===== src/rtl/c2p_sqrt_cell.sv =====
// One digit of the exact integer square root: trial subtract, registered.
`default_nettype none

module c2p_sqrt_cell #(
  parameter int RW  = 16,
  parameter int BIT = 0
) (
  input  wire                 clk,
  input  wire                 en,
  input  wire [2*RW-1:0]      rem_in,
  input  wire [RW-1:0]        root_in,
  output logic [2*RW-1:0]     rem_out,
  output logic [RW-1:0]       root_out
);

  localparam int NW = 2 * RW;

  logic [NW:0] trial;
  logic [NW:0] diff;

  // (r + 2^b)^2 - r^2 = r*2^(b+1) + 2^(2b)
  assign trial = ((NW+1)'(root_in) << (BIT + 1)) + ((NW+1)'(1) << (2 * BIT));
  assign diff  = {1'b0, rem_in} - trial;

  always_ff @(posedge clk) begin
    if (en) begin
      if (!diff[NW]) begin
        rem_out  <= diff[NW-1:0];
        root_out <= root_in | (RW'(1) << BIT);
      end else begin
        rem_out  <= rem_in;
        root_out <= root_in;
      end
    end
  end

endmodule

`default_nettype wire


===== config.mk =====
export PLATFORM = sky130hd
export DESIGN_NAME = c2p_sqrt_cell
export DESIGN_NICKNAME = d
export VERILOG_FILES = /design/src/rtl/c2p_sqrt_cell.sv
export SDC_FILE = /design/constraint.sdc
export NUM_CORES = 1
export LEC_CHECK = 0
export BUFFER_PORTS_ARGS = -buffer_cell sky130_fd_sc_hd__buf_2
export CAP_MARGIN = 20
export CELL_PAD_IN_SITES_DETAIL_PLACEMENT = 1
export CELL_PAD_IN_SITES_GLOBAL_PLACEMENT = 1
export CORE_MARGIN = 5
export CORE_UTILIZATION = 41
export CTS_CLUSTER_DIAMETER = 30
export DETAILED_ROUTE_END_ITERATION = 8
export PLACE_DENSITY_LB_ADDON = 0.15
export SLEW_MARGIN = 0
export SYNTH_ARGS = -nofsm -noshare
export SYNTH_HDL_FRONTEND = slang
export SYNTH_SLANG_ARGS = --single-unit

===== constraint.sdc =====
create_clock -name clk -period 5.81 [get_ports clk]
set_clock_uncertainty 0.05 [all_clocks]
set_input_delay 0.2905 -clock clk [delete_from_list [all_inputs] [get_ports clk]]
set_output_delay 0.2905 -clock clk [all_outputs]
set_load 0.02 [all_outputs]

==> results.txt <==
The flow ran to the end, and the final reports show no timing, DRC or antenna violations. For hold timing, the worst endpoint is root_out[15]. Data on the critical path arrives at its endpoint at 3.35 ns. Cells fill 50.8% of the core in the end. The clock net in this run drives a total of 48 sinks. In this run the remaining antenna-violating nets after routing total 0. The data required time at the worst endpoint came out at 5.81 ns. The TritonCTS clock tree is yes. The total wire length is 7970 µm. The element type at the critical path end is a flop. The number of setup buffers added after CTS is 0. Setup violations remaining at the end of the flow were counted as 0. The hold violation total from the final report is 0.

The number of warnings reported in the yosys synthesis log came out at 0. The maximum clock frequency came out at 298 MHz. The worst hold path cell count is 1.

The worst max-slew margin expressed relative to the limit came out at 31.1%. The area of the die came out at 9020 µm². In this run the core area contains 31 standard-cell rows. The DRC violation count after routing is 0. The total via count after detailed routing is 2485. The area growth from synthesis to layout came out at 22.5%. OpenSTA, run right after detailed placement, puts the worst setup slack at 2.10 ns. The DRC marker count from the first detailed-route iteration came out at 115. The net count after synthesis came out at 347. In this design, the critical path's most frequently occurring cell is sky130_fd_sc_hd__or4_4. By count the netlist is led by sky130_fd_sc_hd__edfxtp_1 (48), sky130_fd_sc_hd__nand2_1 (32), sky130_fd_sc_hd__inv_1 (19), sky130_fd_sc_hd__xor2_1 (19). The number of global-route vias before repair is 2635. Pin placement for this block handled 98 I/O pins.

From bottom edge to top edge, the die measures 95.0 µm. Setup repair after global routing left no endpoint under its margin. The worst-path maximum fanout is 28. The antenna diode instance count came out at 0. sky130_fd_sc_hd__edfxtp_1 is the most common cell in the netlist. The global placement routability congestion came out at 0.824.

The number of vias per cell is 5.21. The post-cts sizing count came out at 0. The count of hold-fix buffers inserted at cts came out at 0. The CTS root buffer is sky130_fd_sc_hd__clkbuf_8. Clock-pin slew was measured on the worst setup and hold paths at 0.09 ns. The startpoint identified for the worst hold timing path is root_in[15].

The largest voltage drop on the vdd net is 0.129 mV. The final critical path time including I/O delays and setup came out at 3.36 ns. The average routed wire per standard cell came out at 16.7 µm. The remaining global-route overflow is 0.

STA classifies the critical path startpoint as a primary input. The start-to-end type of the worst setup path is primary input to flop. Sorting the synthesized cells by area gives the leading types as sky130_fd_sc_hd__edfxtp_1 (49%), sky130_fd_sc_hd__ha_1 (6.8%), sky130_fd_sc_hd__xor2_1 (5.6%). The highest-delay cell along the critical path is sky130_fd_sc_hd__nor2b_2. The total leakage power is 1.55 nW. The number of antenna violations at the first check in global routing is 0. The post-layout worst setup margin came out at 2.45 ns. The maximum number of pins on one net before global-route repair is 49. The H-tree was split into 2 levels. The first global-routing pass estimated 12700 µm of wire. Each instance of the synthesized netlist takes up on average 10.6 µm². The top-area cell type share of the netlist area came out at 48.7%. The initial core utilization is 41.5%. The total negative setup slack is 0 ns. Walking the worst path, the cells encountered are buf_2 -> or4_4 -> or4_4 -> nor4_2 -> and2b_1 -> nor2b_2 -> buf_4 -> nor4b_1 -> xor2_1. In this run the cell area of the synthesized design comes to 2960 µm².

The tool flagged a number of max-cap violations equal to 0. The number of filler cells placed in the layout is 876. Dividing the final minimum period by the clock period gives 57.8%.

The distinct cell type count of the synthesized netlist is 49. The die boundary width came out at 95.0 µm. The number of pins with negative max-slew slack in the final report was 0.

In this run, synthesis inferred 48 flip-flops with an integrated enable. The maximum cell stage delay along the critical path is 0.83 ns. The path category of the worst min-delay check is primary input to flop. The post-synthesis instance total is 280. The slew of the pin with the lowest slew margin came out at 1.03 ns.

For this run, the leading register cell type out of synthesis is sky130_fd_sc_hd__edfxtp_1. The post-synthesis cell type with the largest combined area is sky130_fd_sc_hd__edfxtp_1. The placeable core region came out at 7140 µm². The share of final-layout standard cells stronger than drive strength 1 came out at 29.6%. Detailed placement ended at an HPWL of 6300 µm.

Global routing consumed, over all layers together, 18.1% of the routing resources. The count of TritonRoute iterations in the first routing pass is 4. The total of flip-flops plus latches after synthesis is 48. The async set or reset register ratio after synthesis is 0%. In this run, CTS created clock tree buffers numbering 5. The total power per unit cell area is 245 nW/µm². The sequential element share of the synthesized area came out at 48.7%.

In this run the tool buffered the top-level ports with 97 buffer cells. After the last flow step, the layout net total stands at 444. The maximum number of buffers from clock root to sink came out at 2.
[kinds of logic after synthesis]
family                   Yosys count  synth area share, %
XOR/XNOR                          29                 8.58
adder cells (fa/ha/maj)           17                 7.44
AO/OA/AOI/OAI                     63                 13.1
AND/OR/NAND/NOR                   93                 17.0
flip-flops                        48                 48.7
multiplexers                       2                0.718
buffers and inverters             28                 4.48
[worst max-delay path: cells and delay by family]
kind          cells  cell delay, ns
xor+xnor          1            0.18
buf+inv           2            0.50
simple gates      6            2.38
[cell type report]
cell class / count / area, µm² / area share [%]
inverter: 19 / 71.3 / 1.97
sequential: 48 / 1440 / 39.7
clock buffer: 7 / 76.3 / 2.10
clock inverter: 1 / 3.75 / 0.103
timing repair buffer: 99 / 520 / 14.3
multi-input combinational: 204 / 1390 / 38.3
tap: 99 / 124 / 3.41
[layout by cell type (no fill, tap or decap), types with 3 or more instances in the layout]
cell	n
sky130_fd_sc_hd__o21ai_1	4
sky130_fd_sc_hd__ha_1	16
sky130_fd_sc_hd__o211ai_1	4
sky130_fd_sc_hd__nor4b_1	5
sky130_fd_sc_hd__edfxtp_1	48
sky130_fd_sc_hd__nor4_1	5
sky130_fd_sc_hd__a21oi_1	18
sky130_fd_sc_hd__or3_1	3
sky130_fd_sc_hd__nand2b_1	4
sky130_fd_sc_hd__nor2b_1	4
sky130_fd_sc_hd__nand3_1	5
sky130_fd_sc_hd__nand2_1	32
sky130_fd_sc_hd__a31oi_1	3
sky130_fd_sc_hd__inv_1	19
sky130_fd_sc_hd__clkbuf_8	5
sky130_fd_sc_hd__xor2_1	19
sky130_fd_sc_hd__xnor2_1	10
sky130_fd_sc_hd__o21ai_0	18
sky130_fd_sc_hd__nor3_1	5
sky130_fd_sc_hd__buf_2	97
sky130_fd_sc_hd__nor2_1	13
sky130_fd_sc_hd__a21o_1	4
[report_power, final]
part,switching [mW],internal [mW],leakage [nW]
registers,0.00910,0.428,0.470
logic,0.161,0.0937,1.04
clock network,0.112,0.0841,0.0399
[sequential cells by signal (all words and copies together) (netlist names)]
| signal | cells |
|---|---|
| rem_out | 32 |
| root_out | 16 |
[routing by layer]
| metal | up-vias | part of all wire [%] | track usage (%) |
|---|---|---|---|
| met5 | - | 0 | 0 |
| met4 | 0 | 1.3 | 5.53 |
| met3 | 10 | 5.9 | 4.86 |
| met2 | 73 | 46 | 29.6 |
| met1 | 1188 | 47 | 23.4 |
| li1 | 1214 | - | - |
[per-stage QoR]
stage	hold WS [ns]	area, µm²	power (mW)	cells
global placement	0.433	3520	0.689	468
floorplan	0.339	2960	0.601	280
global route	0.111	3630	0.939	477
detailed placement	0.434	3520	0.699	468
finish	0.119	3630	0.888	477
CTS	0.112	3600	0.899	476
[worst max path at each step]
stage / cells past startpoint / slack (ns) / endpoint / start
after detailed placement: 9 / 2.10 / rem_out[26] / rem_in[22]
after global routing: 9 / 2.22 / rem_out[30] / rem_in[20]
final: 9 / 2.45 / rem_out[30] / rem_in[20]
after CTS: 9 / 2.44 / rem_out[26] / rem_in[22]
after global placement: 9 / 2.20 / rem_out[30] / rem_in[22]
after floorplan: 8 / 3.14 / rem_out[13] / rem_in[22]
Power figures use the tool's default switching activity.
