File: src/rtl/c2p_out_buf.sv
// Two-entry output queue that keeps the pipeline moving while a result waits.
`default_nettype none

module c2p_out_buf #(
  parameter int WIDTH = 34
) (
  input  wire              clk,
  input  wire              rst,
  input  wire              push,
  input  wire [WIDTH-1:0]  push_data,
  output logic             space,
  output logic             out_valid,
  input  wire              out_ready,
  output logic [WIDTH-1:0] out_data
);

  logic [WIDTH-1:0] slot [2];
  logic             wr_ptr;
  logic             rd_ptr;
  logic [1:0]       count;
  logic             pop;

  assign pop       = out_valid & out_ready;
  assign space     = (count != 2'd2);
  assign out_valid = (count != 2'd0);
  assign out_data  = slot[rd_ptr];

  always_ff @(posedge clk) begin
    if (rst) begin
      wr_ptr <= 1'b0;
      rd_ptr <= 1'b0;
      count  <= 2'd0;
    end else begin
      if (push) begin
        wr_ptr <= ~wr_ptr;
      end
      if (pop) begin
        rd_ptr <= ~rd_ptr;
      end
      unique case ({push, pop})
        2'b10:   count <= count + 2'd1;
        2'b01:   count <= count - 2'd1;
        default: count <= count;
      endcase
    end
  end

  always_ff @(posedge clk) begin
    if (push) begin
      slot[wr_ptr] <= push_data;
    end
  end

  a_no_overflow: assert property (@(posedge clk) disable iff (rst)
    push |-> space)
    else $error("result pushed into a full output queue");

  a_count_range: assert property (@(posedge clk) disable iff (rst)
    1'b1 |-> (count != 2'd3))
    else $error("output queue count out of range");

  a_pop_drains: assert property (@(posedge clk) disable iff (rst)
    (pop && !push) |=> (count == $past(count) - 2'd1))
    else $error("transfer out did not drain the output queue");

endmodule

`default_nettype wire

File: config.mk
export PLATFORM = sky130hd
export DESIGN_NAME = c2p_out_buf
export DESIGN_NICKNAME = d
export VERILOG_FILES = /design/src/rtl/c2p_out_buf.sv
export SDC_FILE = /design/constraint.sdc
export NUM_CORES = 1
export LEC_CHECK = 0
export ABC_AREA = 1
export BUFFER_PORTS_ARGS = -buffer_cell sky130_fd_sc_hd__buf_2
export CORE_MARGIN = 1
export CORE_UTILIZATION = 45
export DETAILED_ROUTE_END_ITERATION = 10
export PLACE_DENSITY = 0.73
export SYNTH_ARGS = -nofsm -noshare
export SYNTH_HDL_FRONTEND = slang
export SYNTH_SLANG_ARGS = --single-unit
File: constraint.sdc
create_clock -name clk -period 3.9 [get_ports clk]
set_input_delay 0.39 -clock clk [delete_from_list [all_inputs] [get_ports clk]]
set_output_delay 0.39 -clock clk [all_outputs]
set_load 0.005 [all_outputs]
==> impl_metrics.ini, run 1 <==
[sta]
fin_crit_sh = 0.603
fin_skew_ns = 0.00745
hold_ws_ns = 0.236
setup_slack_ns = 1.55
clock.fmax_mhz = 425
drv_slew = 0
tightest_slew_ns = 1.12
timing_hold_violations_final = 0
rsz0062_at_grt = false
max_slew_margin = 0.255
setup_viol_count_final = 0
timing.final.crit_period_ns = 2.35
fin_setup_tns_ns = 0

[floorplanning]
die_w_um = 81.5
io_pins = 74
dieHeight_um = 81.5
initial_core_util = 0.472
core_mm2 = 0.00603
die-area_mm2 = 0.00664
fp-row-count = 28

[placement]
io_buffers = 73
pre_cts_ws_ns = 1.89
dp_hpwl_um = 2860
place.gp.congestion = 0.706

[drt]
drc = 0
vias = 1409
post_drt_wl_per_cell_um = 14.0
ant_nets = 0
wl_um = 4260
drt_iter0_drc = 45
via_per_inst = 4.63
firstDrtPassIters = 4

[logic_synthesis]
async_reset_ff_frac = 0
avgSynthCellArea_um2 = 19.9
ys_seq_elements = 73
synth_warnings = 0
synth_edf_count = 68
yosysMostFrequentCell = edfxtp_1
syn_inst = 143
yosys.area.top_type_share = 0.718
yosysSeqAreaShare = 0.753
yosys-top-cells-count = 68 x edfxtp_1, 30 x mux2_4, 9 x inv_1, 9 x nor2_1, 8 x nand2_1
synth.area.top_cells = edfxtp_1 72%, mux2_4 16%, dfxtp_1 3.5%, buf_12 2.1%, mux2_2 1.6%
synth.distinct_cells = 14
syn_area_mm2 = 0.00285
synth_area_leader_cell = edfxtp_1
synth_flop_cell = edfxtp_1
synth_fp_nets = 182

[layout]
n_antenna_cell = 0
area_growth_pct = 20.4
drive_gt1_frac = 0.528
nets = 263
final_util = 0.569

[clock_tree]
cts_root_buffer = clkbuf_8
clock_path_buffers = 2
clkTransAtPathRegs_ns = 0.07
clk_latency_ns = 0.32
ctsHtreeMaxLevel = 3
numClockSinks = 73
cts_setup_buffers = 0
cts_hold_buf = 0
cts_tree = done
cts_buffers = 9
cts_resized = 0

[setup_path]
worstSetupPathType = reg2out
required_ns = 3.51
cp_max_fo = 34
cp.arrival_ns = 1.96
worst_setup_path_end_kind = output port
start_kind = register

[power_and_ir_drop]
power.density_mw_per_mm2 = 489
ir_drop_v = 0.000213
p_leak_nw = 1.39
power_mw = 1.67

[global_routing]
grt_use_met1 = 0.144
grt_max_degree = 35
grt_overflow = 0
top_usage_layer = met2
grt_antenna_before_repair = 0
grt_usage = 0.136
met2_usage = 0.241
grt_first_pass_wirelength_um = 6270
grt_pass1_vias = 1381
grt_use_met3 = 0.0233

[worst_hold_path]
hold_path.class = in2reg

[job]
maxCapViolCount = 0

[run_status]
run_status = finished, final reports clean
-- cell families (layout without fill, tap and decap cells) --
group,count (synthesis),after routing,share of synthesized area
AND/OR/NAND/NOR,19,19,0.0264
flip-flops,73,73,0.753
multiplexers,34,34,0.174
AO/OA/AOI/OAI,3,3,0.00528
adder cells (fa/ha/maj),1,1,0.00440
buffers and inverters,13,99,0.0369
-- where the power goes --
part           switching [mW]  internal (mW)  total (mW)
Sequential             0.0394          0.907       0.946
Clock                   0.236          0.288       0.524
Combinational          0.0767          0.127       0.204
Total                   0.352           1.32        1.67
-- per-stage QoR --
stage | area (µm²) | std cells
2_1_floorplan | 2850 | 143
3_3_place_gp | 3250 | 288
3_5_place_dp | 3250 | 288
4_1_cts | 3430 | 304
5_1_grt | 3430 | 304
6_report | 3430 | 304
-- final cells by class --
cell class	count	area, µm²
Tap cell	75	93.8
Clock inverter	5	46.3
Fill cell	489	2600
Sequential cell	73	2140
Inverter	9	33.8
Clock buffer	11	131
Multi-Input combinational cell	57	606
Timing Repair Buffer	74	373
-- final timing paths --
kind                 start           end  slack [ns]  cells after the start
setup / recovery  register  out_data[33]        1.55                      2
hold / removal         rst        wr_ptr        0.24                      2
hold reg to reg     rd_ptr      register        0.51                      2
setup reg to reg    wr_ptr   slot[0][24]        2.40                      1
-- metal layers --
metal  vias to the layer above  share of wire
met1                       667           0.38
met2                        38           0.55
met4                         0          0.026
li1                        695              -
met5                         -              0
met3                         9          0.040
-- cell usage in the layout, fill, tap and decap left out, types with 2 or more instances in the layout --
cell type / n
mux2_4: 30
o21ai_0: 2
clkbuf_1: 2
buf_2: 73
inv_1: 9
dfxtp_1: 4
clkinv_1: 3
mux2_2: 4
clkbuf_8: 9
edfxtp_1: 68
nor2_1: 8
nand2_1: 8
-- state kept, by name (all words and copies together), names as in the netlist, named ones only --
register	count
wr_ptr	1
count	2
slot	68
rd_ptr	1
-- worst max-delay path, stage by stage (launching register included) --
cell and delay [ns]:
dfxtp_2 1.07, mux2_2 0.43, buf_2 0.13
Power figures use the tool's default switching activity.
==> inputs of run 2 (changes only) <==
Settings changed: PLACE_DENSITY 0.73 to 0.75.
Clock period 3.9 ns to 2.06 ns, I/O delays scaled along.
==> run 2 against run 1 <==
  * Sequential cell count unchanged
  * Clock power increased by 95%
  * Worst setup slack got worse by 1.1 ns
  * Register-to-register slack got worse by 1.7 ns
  * Die area unchanged
==> impl_metrics.ini, run 2 (synthesized netlist as in run 1, its figures left out) <==
[sta]
fin_setup_tns_ns = 0
drv_slew = 0
clock.fmax_mhz = 616
timing.final.crit_period_ns = 1.62
timing_hold_violations_final = 0
fin_skew_ns = 0.00653
max_slew_margin = 0.697
fin_crit_sh = 0.788
setup_slack_ns = 0.438
tightest_slew_ns = 0.454
rsz0062_at_grt = false
setup_viol_count_final = 0

[job]
maxCapViolCount = 0

[floorplanning]
dieHeight_um = 81.5
fp-row-count = 28
initial_core_util = 0.472
die_w_um = 81.5
core_mm2 = 0.00603
io_pins = 74
die-area_mm2 = 0.00664

[layout]
final_util = 0.575
reg_top3 = slot x68, count x2
nets = 265
regArea_mm2 = 0.00214
area_growth_pct = 21.7
fillerInstances = 490
drive_gt1_frac = 0.541
final_cell_mix = 73 x buf_2, 68 x edfxtp_1, 30 x mux2_4, 9 x inv_1, 9 x clkbuf_8
largest_register_ffs = 68
n_antenna_cell = 0
layout_commonest_cell = buf_2
top_register = slot
multi_input_area_um2 = 606

[setup_path]
r2r_start = count[0]
start_kind = register
rr_worst_depth = 10
worstSetupPathDepth = 3
worst_setup_path_end_kind = output port
cp.arrival_ns = 1.42
crit_slowest_cell = mux2_2
slowest_delay_ns = 0.37
path_cells = buf_12, mux2_2, buf_2
required_ns = 1.85
cp_max_fo = 34
worstSetupPathType = reg2out
path_delay_family = buffers and inverters
crit_buf_inv = 2

[drt]
wl_um = 4170
drt_iter0_drc = 69
firstDrtPassIters = 4
vias = 1430
post_drt_wl_per_cell_um = 13.6
ant_nets = 0
drc = 0
via_per_inst = 4.67

[clock_tree]
clkTransAtPathRegs_ns = 0.07
cts_setup_buffers = 0
clock_path_buffers = 2
ctsHtreeMaxLevel = 3
clk_latency_ns = 0.32
cts_buffers = 9
cts_tree = done
numClockSinks = 73
cts_root_buffer = clkbuf_8
cts_hold_buf = 0
cts_resized = 0

[global_routing]
grt_usage = 0.137
grt_max_degree = 35
grt_first_pass_wirelength_um = 6270
grt_overflow = 0
grt_antenna_before_repair = 0
grt_pass1_vias = 1344

[worst_hold_path]
hold_start = rst
hold_path.class = in2reg
worstHoldPathCells = 2

[placement]
place.gp.congestion = 0.757
io_buffers = 73
dp_hpwl_um = 2780
pre_cts_ws_ns = 0.713

[run_status]
run_status = finished, final reports clean

[power_and_ir_drop]
ir_drop_v = 0.000431
power.density_mw_per_mm2 = 924
p_leak_nw = 1.40
-- run 2: cell types whose count changed in the layout (fill, tap and decap cells not counted) --
cell / change
clkinv_1: -1
buf_12: +1
clkbuf_1: -1
clkinvlp_4: +1
buf_4: +1
clkinv_4: +1
-- run 2: final timing paths --
path / end / slack, ns
worst min-delay path: wr_ptr / 0.06
worst max register to register: count[1] / 0.72
worst max-delay path: out_data[31] / 0.44
worst min register to register: rd_ptr / 0.51
-- run 2: layout make-up --
| type | instances | share of cell area |
|---|---|---|
| clock buffer | 10 | 0.0368 |
| clock inverter | 6 | 0.0170 |
| inverter | 9 | 0.00975 |
| multi-input combinational | 57 | 0.175 |
| sequential | 73 | 0.619 |
| tap | 75 | 0.0271 |
| timing repair buffer | 76 | 0.116 |
-- run 2: per-layer routing --
layer  share of wire  global-route usage  wire length [µm]
met1            0.39               0.145              1630
met2            0.56               0.242              2340
met3           0.040              0.0300               167
met4          0.0096              0.0911                40
met5               0                   0                 0
-- run 2: through the flow --
| step | hold WS, ns | std cells | instance area, µm² | total power [mW] |
|---|---|---|---|---|
| 2_1_floorplan | 0.285 | 143 | 2850 | 2.08 |
| 3_3_place_gp | 0.395 | 290 | 3280 | 2.21 |
| 3_5_place_dp | 0.392 | 290 | 3280 | 2.23 |
| 4_1_cts | 0.0461 | 306 | 3460 | 3.25 |
| 5_1_grt | 0.0420 | 306 | 3460 | 3.35 |
| 6_report | 0.0619 | 306 | 3460 | 3.20 |
-- run 2: power by group --
group / total (mW) / leakage (nW) / switching (mW) / internal (mW)
Sequential: 1.74 / 0.680 / 0.0260 / 1.72
Clock: 1.02 / 0.0913 / 0.467 / 0.551
Combinational: 0.442 / 0.630 / 0.194 / 0.247
Total: 3.20 / 1.40 / 0.687 / 2.51
